`src/rtl/bpc_pkg.sv`:
```
`timescale 1ns / 1ps
// ----------------------------------------------------------------------------
// Binomial probability core package
// Shared widths, fixed-point constants, result word type and the reciprocal
// table used for exact division in the coefficient loop.
// ----------------------------------------------------------------------------
package bpc_pkg;

  localparam int MAX_TRIALS = 20;
  localparam int FRAC_BITS  = 16;

  localparam int CNT_W     = 5;
  localparam int PROB_W    = FRAC_BITS + 1;
  localparam int COEF_W    = 18;
  localparam int DIV_SHIFT = 22;
  localparam int DIV_W     = DIV_SHIFT + 1;
  localparam int MUL_W     = (PROB_W > DIV_W) ? PROB_W : DIV_W;
  localparam int PROD_W    = 2 * MUL_W;

  localparam logic [PROB_W-1:0] Q_ONE = {1'b1, {FRAC_BITS{1'b0}}};

  typedef struct packed {
    logic [PROB_W-1:0] probability;
    logic [COEF_W-1:0] coefficient;
    logic              invalid;
  } res_t;

  // ceil(2^DIV_SHIFT / d); exact for quotients of dividends below 2^DIV_SHIFT
  function automatic logic [MUL_W-1:0] recip(input logic [CNT_W-1:0] d);
    logic [MUL_W-1:0] r;
    unique case (d)
      5'd1:    r = MUL_W'(4194304);
      5'd2:    r = MUL_W'(2097152);
      5'd3:    r = MUL_W'(1398102);
      5'd4:    r = MUL_W'(1048576);
      5'd5:    r = MUL_W'(838861);
      5'd6:    r = MUL_W'(699051);
      5'd7:    r = MUL_W'(599187);
      5'd8:    r = MUL_W'(524288);
      5'd9:    r = MUL_W'(466034);
      5'd10:   r = MUL_W'(419431);
      5'd11:   r = MUL_W'(381301);
      5'd12:   r = MUL_W'(349526);
      5'd13:   r = MUL_W'(322639);
      5'd14:   r = MUL_W'(299594);
      5'd15:   r = MUL_W'(279621);
      5'd16:   r = MUL_W'(262144);
      5'd17:   r = MUL_W'(246724);
      5'd18:   r = MUL_W'(233017);
      5'd19:   r = MUL_W'(220753);
      5'd20:   r = MUL_W'(209716);
      default: r = '0;
    endcase
    return r;
  endfunction

endpackage

```
`src/rtl/binomial_probability_core.sv`:
```
`timescale 1ns / 1ps
// ----------------------------------------------------------------------------
// Binomial probability core
// Exact C(n,k) and C(n,k) * p^k * (1-p)^(n-k) in unsigned Q1.16.
// ----------------------------------------------------------------------------
// One item is worked at a time on a single registered multiplier: the
// coefficient loop spends two multiplies per step (product, then exact
// division through a reciprocal), each power one per step, then one for the
// product of the powers and one for the scale. An item with k above n or n
// above 20 returns invalid with zero payload. The result sits in an output
// register, so the next item is taken while the previous word waits.
module binomial_probability_core (
  input  logic                       clk,
  input  logic                       rst,
  input  logic                       req_valid,
  output logic                       req_stall,
  input  logic [bpc_pkg::CNT_W-1:0]  trials,
  input  logic [bpc_pkg::CNT_W-1:0]  successes,
  input  logic [bpc_pkg::PROB_W-1:0] success_prob,
  output logic                       rsp_valid,
  input  logic                       rsp_stall,
  output logic [bpc_pkg::PROB_W-1:0] probability,
  output logic [bpc_pkg::COEF_W-1:0] coefficient,
  output logic                       invalid
);
  import bpc_pkg::*;

  logic res_valid;
  res_t res;
  logic out_free;

  assign out_free = !rsp_valid || !rsp_stall;

  bpc_ctrl u_ctrl (
    .clk          (clk),
    .rst          (rst),
    .req_valid    (req_valid),
    .req_stall    (req_stall),
    .trials       (trials),
    .successes    (successes),
    .success_prob (success_prob),
    .res_valid    (res_valid),
    .res          (res),
    .res_take     (out_free)
  );

  always_ff @(posedge clk) begin
    if (rst) begin
      rsp_valid <= 1'b0;
    end else if (out_free) begin
      rsp_valid <= res_valid;
    end
  end

  always_ff @(posedge clk) begin
    if (out_free && res_valid) begin
      probability <= res.probability;
      coefficient <= res.coefficient;
      invalid     <= res.invalid;
    end
  end

endmodule

```
`src/rtl/bpc_mul.sv`:
```
`timescale 1ns / 1ps
// ----------------------------------------------------------------------------
// Shared multiplier
// Unsigned multiplier with a registered product, loaded when enabled.
// ----------------------------------------------------------------------------
module bpc_mul (
  input  logic                       clk,
  input  logic                       en,
  input  logic [bpc_pkg::MUL_W-1:0]  a,
  input  logic [bpc_pkg::MUL_W-1:0]  b,
  output logic [bpc_pkg::PROD_W-1:0] p
);
  import bpc_pkg::*;

  always_ff @(posedge clk) begin
    if (en) begin
      p <= PROD_W'(a) * PROD_W'(b);
    end
  end

endmodule

```
`src/rtl/bpc_ctrl.sv`:
```
`timescale 1ns / 1ps
// ----------------------------------------------------------------------------
// Binomial probability sequencer
// Runs the coefficient loop, both power loops, the final product and the
// saturating scale on the shared multiplier.
// ----------------------------------------------------------------------------
module bpc_ctrl (
  input  logic                      clk,
  input  logic                      rst,
  input  logic                      req_valid,
  output logic                      req_stall,
  input  logic [bpc_pkg::CNT_W-1:0] trials,
  input  logic [bpc_pkg::CNT_W-1:0] successes,
  input  logic [bpc_pkg::PROB_W-1:0] success_prob,
  output logic                      res_valid,
  output bpc_pkg::res_t             res,
  input  logic                      res_take
);
  import bpc_pkg::*;

  typedef enum logic [3:0] {
    IDLE, SETUP, CH_MUL, CH_DIV, PW_P, PW_Q, PROD, SCALE, DONE
  } state_t;

  state_t             state;
  logic               phase;
  logic [CNT_W-1:0]   cnt;
  logic [CNT_W-1:0]   n;
  logic [CNT_W-1:0]   k;
  logic [CNT_W-1:0]   nk;
  logic [PROB_W-1:0]  p;
  logic [PROB_W-1:0]  q;
  logic [COEF_W-1:0]  coef;
  logic [PROB_W-1:0]  acc_p;
  logic [PROB_W-1:0]  acc_q;
  logic [PROB_W-1:0]  pq;

  logic [CNT_W-1:0]   cnt_inc;
  logic [PROB_W-1:0]  p_sat;
  logic               bad_in;
  state_t             after_ch;
  state_t             after_pp;
  logic [MUL_W-1:0]   op_a;
  logic [MUL_W-1:0]   op_b;
  logic [PROD_W-1:0]  mprod;
  logic [PROB_W-1:0]  mfrac;

  assign cnt_inc   = cnt + 1'b1;
  assign p_sat     = (success_prob > Q_ONE) ? Q_ONE : success_prob;
  assign bad_in    = (trials > CNT_W'(MAX_TRIALS)) || (successes > trials);
  assign after_pp  = (nk != '0) ? PW_Q : PROD;
  assign after_ch  = (k != '0) ? PW_P : after_pp;
  assign mfrac     = mprod[FRAC_BITS +: PROB_W];
  assign req_stall = (state != IDLE);
  assign res_valid = (state == DONE);

  always_comb begin
    op_a = '0;
    op_b = '0;
    unique case (state)
      CH_MUL: begin
        op_a = MUL_W'(coef);
        op_b = MUL_W'(n - cnt);
      end
      CH_DIV: begin
        op_a = MUL_W'(mprod[DIV_SHIFT-1:0]);
        op_b = recip(cnt_inc);
      end
      PW_P: begin
        op_a = MUL_W'(acc_p);
        op_b = MUL_W'(p);
      end
      PW_Q: begin
        op_a = MUL_W'(acc_q);
        op_b = MUL_W'(q);
      end
      PROD: begin
        op_a = MUL_W'(acc_p);
        op_b = MUL_W'(acc_q);
      end
      SCALE: begin
        op_a = MUL_W'(coef);
        op_b = MUL_W'(pq);
      end
      default: begin
        op_a = '0;
        op_b = '0;
      end
    endcase
  end

  bpc_mul u_mul (
    .clk (clk),
    .en  (~phase),
    .a   (op_a),
    .b   (op_b),
    .p   (mprod)
  );

  always_ff @(posedge clk) begin
    if (rst) begin
      state <= IDLE;
      phase <= 1'b0;
      cnt   <= '0;
    end else begin
      unique case (state)
        IDLE: begin
          phase <= 1'b0;
          cnt   <= '0;
          if (req_valid) begin
            n     <= trials;
            k     <= successes;
            nk    <= trials - successes;
            p     <= p_sat;
            q     <= Q_ONE - p_sat;
            coef  <= COEF_W'(1);
            acc_p <= Q_ONE;
            acc_q <= Q_ONE;
            if (bad_in) begin
              res.probability <= '0;
              res.coefficient <= '0;
              res.invalid     <= 1'b1;
              state           <= DONE;
            end else begin
              state <= SETUP;
            end
          end
        end
        SETUP: begin
          state <= (k != '0) ? CH_MUL : after_ch;
        end
        CH_MUL: begin
          phase <= ~phase;
          if (phase) begin
            state <= CH_DIV;
          end
        end
        CH_DIV: begin
          phase <= ~phase;
          if (phase) begin
            coef <= mprod[DIV_SHIFT +: COEF_W];
            if (cnt_inc < k) begin
              cnt   <= cnt_inc;
              state <= CH_MUL;
            end else begin
              cnt   <= '0;
              state <= after_ch;
            end
          end
        end
        PW_P: begin
          phase <= ~phase;
          if (phase) begin
            acc_p <= mfrac;
            if (cnt_inc < k) begin
              cnt <= cnt_inc;
            end else begin
              cnt   <= '0;
              state <= after_pp;
            end
          end
        end
        PW_Q: begin
          phase <= ~phase;
          if (phase) begin
            acc_q <= mfrac;
            if (cnt_inc < nk) begin
              cnt <= cnt_inc;
            end else begin
              cnt   <= '0;
              state <= PROD;
            end
          end
        end
        PROD: begin
          phase <= ~phase;
          if (phase) begin
            pq    <= mfrac;
            state <= SCALE;
          end
        end
        SCALE: begin
          phase <= ~phase;
          if (phase) begin
            res.probability <= (mprod > PROD_W'(Q_ONE)) ? Q_ONE : mprod[PROB_W-1:0];
            res.coefficient <= coef;
            res.invalid     <= 1'b0;
            state           <= DONE;
          end
        end
        DONE: begin
          if (res_take) begin
            state <= IDLE;
          end
        end
        default: begin
          state <= IDLE;
        end
      endcase
    end
  end

  a_invalid_zero : assert property (@(posedge clk) disable iff (rst)
    res_valid && res.invalid |-> res.probability == '0 && res.coefficient == '0)
    else $error("invalid word carries nonzero payload");

  a_prob_sat : assert property (@(posedge clk) disable iff (rst)
    res_valid |-> res.probability <= Q_ONE)
    else $error("probability above one");

  a_ch_count : assert property (@(posedge clk) disable iff (rst)
    state == CH_MUL || state == CH_DIV |-> cnt < k)
    else $error("coefficient loop overran successes");

  a_q_count : assert property (@(posedge clk) disable iff (rst)
    state == PW_Q |-> cnt < nk)
    else $error("failure power loop overran");

  a_done_hold : assert property (@(posedge clk) disable iff (rst)
    res_valid && !res_take |=> res_valid && $stable(res))
    else $error("finished word lost before handoff");

endmodule
```
`config.mk`:
```
export PLATFORM = sky130hd
export DESIGN_NAME = binomial_probability_core
export DESIGN_NICKNAME = d
export VERILOG_FILES = /design/src/rtl/bpc_pkg.sv /design/src/rtl/binomial_probability_core.sv /design/src/rtl/bpc_mul.sv /design/src/rtl/bpc_ctrl.sv
export SDC_FILE = /design/constraint.sdc
export NUM_CORES = 2
export LEC_CHECK = 0
export BUFFER_PORTS_ARGS = -buffer_cell sky130_fd_sc_hd__buf_2
export CAP_MARGIN = 15
export CORE_AREA = 3 3 273 275
export DETAILED_ROUTE_END_ITERATION = 8
export DIE_AREA = 0 0 276 278
export PLACE_DENSITY = 0.52
export SLEW_MARGIN = 20
export SYNTH_ARGS = -nofsm -noshare
export SYNTH_HDL_FRONTEND = slang
export SYNTH_SLANG_ARGS = --single-unit
```
`constraint.sdc`:
```
create_clock -name clk -period 11 [get_ports clk]
set_input_delay 1.1 -clock clk [delete_from_list [all_inputs] [get_ports clk]]
set_output_delay 1.1 -clock clk [all_outputs]
set_load 0.01 [all_outputs]
```
* Word-level counts from Yosys, hierarchy flattened *
Memory sizes are Yosys's and may differ from the RTL's.
Cells that the tools add are included.

word-level totals
  flip-flop bits (word level) = 247
  memory bits (read-only) = 736
  input port bits = 31
  output and inout bits = 38
  memories = 1

memory list
  name              depth  width  read ports  clocked after Yosys merged registers in  wr ports  line           text
  (name not given)  32     23     1           0                                        0         bpc_pkg.sv:31  unique case (d)

cells by class
  add/sub/neg operators = 4
  multiply operators = 1
  order comparisons = 6
  equality and inequality tests = 20
  mux-type cells = 37
  bitwise logic cells = 2
  reductions and logical operators = 27

operators by type and width
  cell                      number
  $pmux W23 S6              1
  $mux W36                  3
  $pmux W22 S4              1
  $pmux W36 S2              1
  $mux W17                  4
  $pmux W17 S2              2
  $mux W4                   14
  $gt A46 B17 Y1 const B    1
  $mul A22 B23 Y45          1
  $mux W18                  2
  $pmux W18 S2              1
  $pmux W4 S9               1
  $mux W5                   4
  $ne A2 B1 Y1 const B      9
  $gt A17 B17 Y1 const B    1
  $sub A17 B17 Y17 const A  1
  $eq A4 B3 Y1 const B      4
  $pmux W5 S3               1
  $reduce_and A4 Y1         3
  $lt A5 B5 Y1              2
  $reduce_and A10 Y1        1
  $reduce_bool A2 Y1        5
  $reduce_bool A5 Y1        2
  $reduce_and A3 Y1         3
  21 further kinds          29

* Longest topological paths before layout *
  depth in word-level cells = 6
  depth in mapped cells = 37
  depth with buffers taken out = 35

* Modules after synthesis *
A second synthesis with hierarchy kept.

second synthesis, totals
  cell total of the unflattened synthesis = 2,926
  area, all modules = 28,851.4 um^2

by module, submodules not included
  module                     times used  cells an instance  area an instance (um^2)  seq. area each (um^2)
  bpc_mul                    1           2,091              19,090.8                 1,381.3
  bpc_ctrl                   1           794                8,640.8                  4,794.6
  binomial_probability_core  1           41                 1,119.8                  1,101.1

* Worst setup path before layout *
Ideal clock, no wire load.

  kind = reg2reg
  from = reg u_ctrl.cnt[1]
  to = reg u_ctrl.u_mul.p[43] (netlist name) (data pin)
  library setup time = 136 ps
  arrival time = 8,369 ps
  required time = 10,864 ps
  slack = 2,495 ps
  stages on the path, launching flop included = 35
  period minus slack after synthesis = 8,505 ps
  path through = dfxtp_1 > inv_1 > ha_1 > nor2b_1 > o21ai_0 > nand2b_1 > a21o_1 > nand2_1 > nand2_1 > clkbuf_1 > clkbuf_1 > nand2_1 > clkbuf_1 > nand2_1 > fa_1 > inv_1 > fa_1 > inv_1 > fa_1 > inv_1 > fa_1 > fa_1 > fa_1 > inv_1 > fa_1 > inv_1 > ha_1 > nand4_1 > or3_4 > nor4b_4 > o31ai_2 > o31ai_2 > a21boi_1 > or4_1 > nand3b_1

on the way
  word-level cells in the longest chain between the ends = 4

ends and longest elaborated chain
  element                 line             text
  start, declared         bpc_ctrl.sv:27   logic [CNT_W-1:0] cnt;
  start signal, assigned  bpc_ctrl.sv:143  cnt <= cnt_inc;
  start signal, assigned  bpc_ctrl.sv:156  cnt <= cnt_inc;
  start signal, assigned  bpc_ctrl.sv:168  cnt <= cnt_inc;
  $add A5 B1 Y5           bpc_ctrl.sv:48   assign cnt_inc = cnt + 1'b1;
  $mem_v2 Z32 W23         n/a
  $pmux W23 S6 *          bpc_ctrl.sv:60   unique case (state)
  $mul A22 B23 Y45 *      bpc_mul.sv:17    p <= PROD_W'(a) * PROD_W'(b);
  end signal, assigned    bpc_mul.sv:17
  end, declared           bpc_mul.sv:11    output logic [bpc_pkg::PROD_W-1:0] p

Every way passes the cells marked *; elsewhere a longest branch is shown, timed or not.
A chain may end at the register's enable or synchronous reset.

* Worst setup path in the final report *
  from = reg u_ctrl.state[1]
  to = reg u_ctrl.u_mul.p[42] (netlist name) (data pin)

on the way
  word-level cells in the longest chain between the ends = 4

ends and longest elaborated chain
  element                                              line             text
  start, declared                                      bpc_ctrl.sv:25   state_t state;
  start signal, assigned                               bpc_ctrl.sv:130  state <= (k != '0) ? CH_MUL : after_ch;
  start signal, assigned                               bpc_ctrl.sv:147  state <= after_ch;
  start signal, assigned                               bpc_ctrl.sv:159  state <= after_pp;
  $eq A4 B2 Y1 / $eq A4 B3 Y1 (equally long branches)  bpc_ctrl.sv:60
  $reduce_or A2 Y1 (no source line)                    n/a
  $pmux W22 S4                                         bpc_ctrl.sv:60
  $mul A22 B23 Y45 *                                   bpc_mul.sv:17

Marked as above.

==> impl_metrics.toml <==
[grt]
overflow = 0
grt_max_degree = 49
grt_pass1_vias = 21740
grt_use_total_pct = 23.37
antenna_found_initial = 2
grt_pass1_wl_um = 136100

[route]
drt-total-wl_um = 89100
vias = 20550
vias_per_cell = 5.319
drt_iter0_drc = 1947
wire_per_inst_um = 23.06
remaining_drc_errors = 0
dr.pass1.iters = 6
antenna_left = 0

[worst_setup_path]
reg2reg_depth = 30
arrival_ns = 10.75
startpoint_type = "flop"
rrSetupSlack_ns = 0.60
rr_startpoint = "u_ctrl.state[1]"
worstPathMaxFanout = 25
cp_common_cell = "fa_1"
cp-end-kind = "flop"
critical_path_required_ns = 11.35
r2r_end = "u_ctrl.u_mul.p[42]"
cp_slowest_cell = "dfxtp_1"
cpPeakStageDelay_ns = 0.90
critical_path_class = "reg2reg"

[yosys]
yosysSeqAreaShare_pct = 26.36
synth_compound_area_share_pct = 7.782
yosysTopAreaCell = "fa_1"
ys_top_cells_by_area = "fa_1 (31%), edfxtp_1 (26%), ha_1 (8.4%)"
synth_fp_nets = 3477
synth_area_um2 = 27490
synth_top_family_by_area = "adder cells"
synthDistinctLibCells = 79
postSynth.asyncResetShare_pct = 0
ys.flop_type = "edfxtp_1"
synth_mux_area_share_pct = 0.4278
synth_fa_ha_area_share_pct = 39.04
synth_top_area_share_pct = 30.51
synth_edf_count = 234
synthSimpleGateAreaFrac_pct = 15.45
synth_xor_xnor_area_share_pct = 1.843
ys_warn_count = 0
syn_inst = 2842
synth_seq_cells = 245
postSynthAreaPerCell_um2 = 9.674

[power_and_ir_drop]
switching_power_w = 0.0004601
comb_power_share_pct = 5.0
peakVddDrop_mv = 0.1098
internal_power_w = 0.001573
p_leak_nw = 13.74
powerDensity_nw_per_um2 = 67.66
swShare_pct = 22.63
pwr-share-seq_pct = 52.9
p_clk_share_pct = 42.1

[cts]
holdBufCountCts = 0
cts_setup_buffers = 0
cts_sinks = 245
cts.repair.resized = 0
cts_tree = "built"
h-tree-depth = 1
clk_pin_slew_worst_paths_ns = 0.06
cts_made_buffers = 26
clkLatencyLatePin_ns = 0.55
root_buffer = "clkbuf_16"
cts_buffer_depth = 3

[sta]
tightest_slew_ns = 1.130
worst_slack_ns = 0.5984
fin_hold_ws_ns = 0.4166
fin_crit_sh_pct = 94.56
grt_setup_unrepaired = "false"
finalHoldViolations = 0
maxSlewHeadroom_pct = 24.32
finalSetupViolCount = 0
worst_clock_skew_ns = 0.02584
finalSetupTns_ns = 0
clock.fmax_ghz = 0.09614
drv_slew = 0
min_period_ns = 10.40

[worst_hold_path]
holdCritStartpoint = "u_ctrl.res[32]"
hold_path_depth = 0
worstHoldPathType = "reg2reg"
whs_endpoint = "probability[13]"

[die]
row_count = 99
num_io_pins = 69
die_h_um = 278
dieArea_um2 = 76730
fp.coreArea_um2 = 72590
start_util_pct = 37.88
die_width_um = 276

[finish]
drive_gt1_share_pct = 7.780
layout.nets = 3523
finalNonFillerCells = 3864
n_antenna_cell = 0
syn_to_final_growth_pct = 9.302
design_area_um2 = 30050

[placed_design]
place_congestion = 0.9560
dpl.hpwl_um = 71680
dp_slack_ns = 0.7981
port_buffers = 68
dpl_cell_area_um2 = 29200
dpl.cell_count = 3818

[status]
status = "completed"

[flow_run]
drv_cap = 0
==> flip-flops by register name (all words and copies together), names as in the netlist, 16 cells and up <==
register and count:
u_ctrl.res 36, u_ctrl.coef 18, u_ctrl.acc_q 17, u_ctrl.pq 17
coefficient 18, u_ctrl.u_mul.p 45, u_ctrl.q 17, u_ctrl.p 16
u_ctrl.acc_p 17, probability 17
==> layout by cell type, fill, tap and decap left out, types with 17 or more instances in the layout <==
cell type / netlist / routed
nor2b_1: 22 / 22
nand2_1: 449 / 449
nand4_1: 17 / 17
clkbuf_16: 0 / 26
nand3_1: 21 / 21
a21o_1: 27 / 27
fa_1: 419 / 419
nor2_1: 233 / 229
a22oi_1: 31 / 31
edfxtp_1: 234 / 234
xnor2_1: 40 / 40
a21oi_1: 104 / 101
buf_2: 14 / 69
o21ai_0: 39 / 39
and2_1: 101 / 101
inv_1: 532 / 531
and3_1: 19 / 19
ha_1: 185 / 185
buf_4: 1 / 76
==> synth_stat cells, drive strengths merged, types with 20 or more instances <==
cell type and instances:
a21o 27, a21oi 104, a22oi 31, and2 102, and3 20, buf 22, clkbuf 106, edfxtp 234
fa 419, ha 185, inv 533, nand2 450, nand3 22, nor2 233, nor2b 22, o21ai 42
xnor2 41
==> layer usage <==
metal	track usage [%]	part of all wire (%)	up-vias
li1	-	-	9109
met4	6.730	3.5	0
met5	0	0	-
met1	31.89	43	10640
met2	38.99	48	666
met3	3.322	6.1	135
==> how the worst max path moves through the flow <==
stage	start	end	slack (ns)	depth (start not counted)
finish	u_ctrl.state[1]	u_ctrl.u_mul.p[42]	0.60	30
CTS	u_ctrl.state[1]	u_ctrl.u_mul.p[42]	0.76	30
global route	u_ctrl.state[1]	u_ctrl.u_mul.p[42]	0.23	30
detailed placement	u_ctrl.state[1]	u_ctrl.u_mul.p[42]	0.80	30
floorplan	u_ctrl.cnt[1]	u_ctrl.u_mul.p[43]	2.49	34
global placement	u_ctrl.state[1]	u_ctrl.u_mul.p[42]	0.71	29
==> through the flow <==
| stage | power [W] | utilization (%) |
|---|---|---|
| 5_1_grt | 0.002101 | 41.40 |
| 6_report | 0.002033 | 41.40 |
| 3_3_place_gp | 0.001194 | 40.22 |
| 4_1_cts | 0.002049 | 41.35 |
| 2_1_floorplan | 0.001144 | - |
| 3_5_place_dp | 0.001196 | 40.23 |
==> critical path, delay by kind of cell (launching register included) <==
kind                     cells  cell delay (ns)
flip-flops                   1             0.90
adder cells (fa/ha/maj)      8             3.59
AO/OA/AOI/OAI                6             1.97
AND/OR/NAND/NOR              9             3.01
buffers and inverters        7             0.70
==> power groups by stage <==
stage | Clock, W | Sequential, W | Combinational, W
after floorplan | 0 | 0.00109 | 0.0000546
after global placement | 0 | 0.00110 | 0.0000990
after detailed placement | 0 | 0.00110 | 0.000100
after CTS | 0.000873 | 0.00108 | 0.000101
after global routing | 0.000911 | 0.00108 | 0.000112
final | 0.000856 | 0.00108 | 0.000102
==> layout make-up <==
type	count	area (µm²)
Clock buffer	32	673.1
Clock inverter	13	138.9
Fill cell	7250	42540
Inverter	533	2001
Multi-Input combinational cell	1936	17850
Sequential cell	245	7247
Tap cell	959	1200
Timing Repair Buffer	146	943.4
==> kinds of logic (layout without fill, tap and decap cells) <==
| logic type | count (synthesis) | count (layout) |
|---|---|---|
| DFF | 245 | 245 |
| xor gates and xnor gates | 57 | 57 |
| adders and majority gates | 607 | 607 |
| buffers and inverters | 661 | 724 |
| AOI/OAI and AO/OA | 315 | 315 |
| muxes | 11 | 11 |
| and+or+nand+nor | 946 | 946 |
No activity file was read; power rests on OpenSTA's default activity.
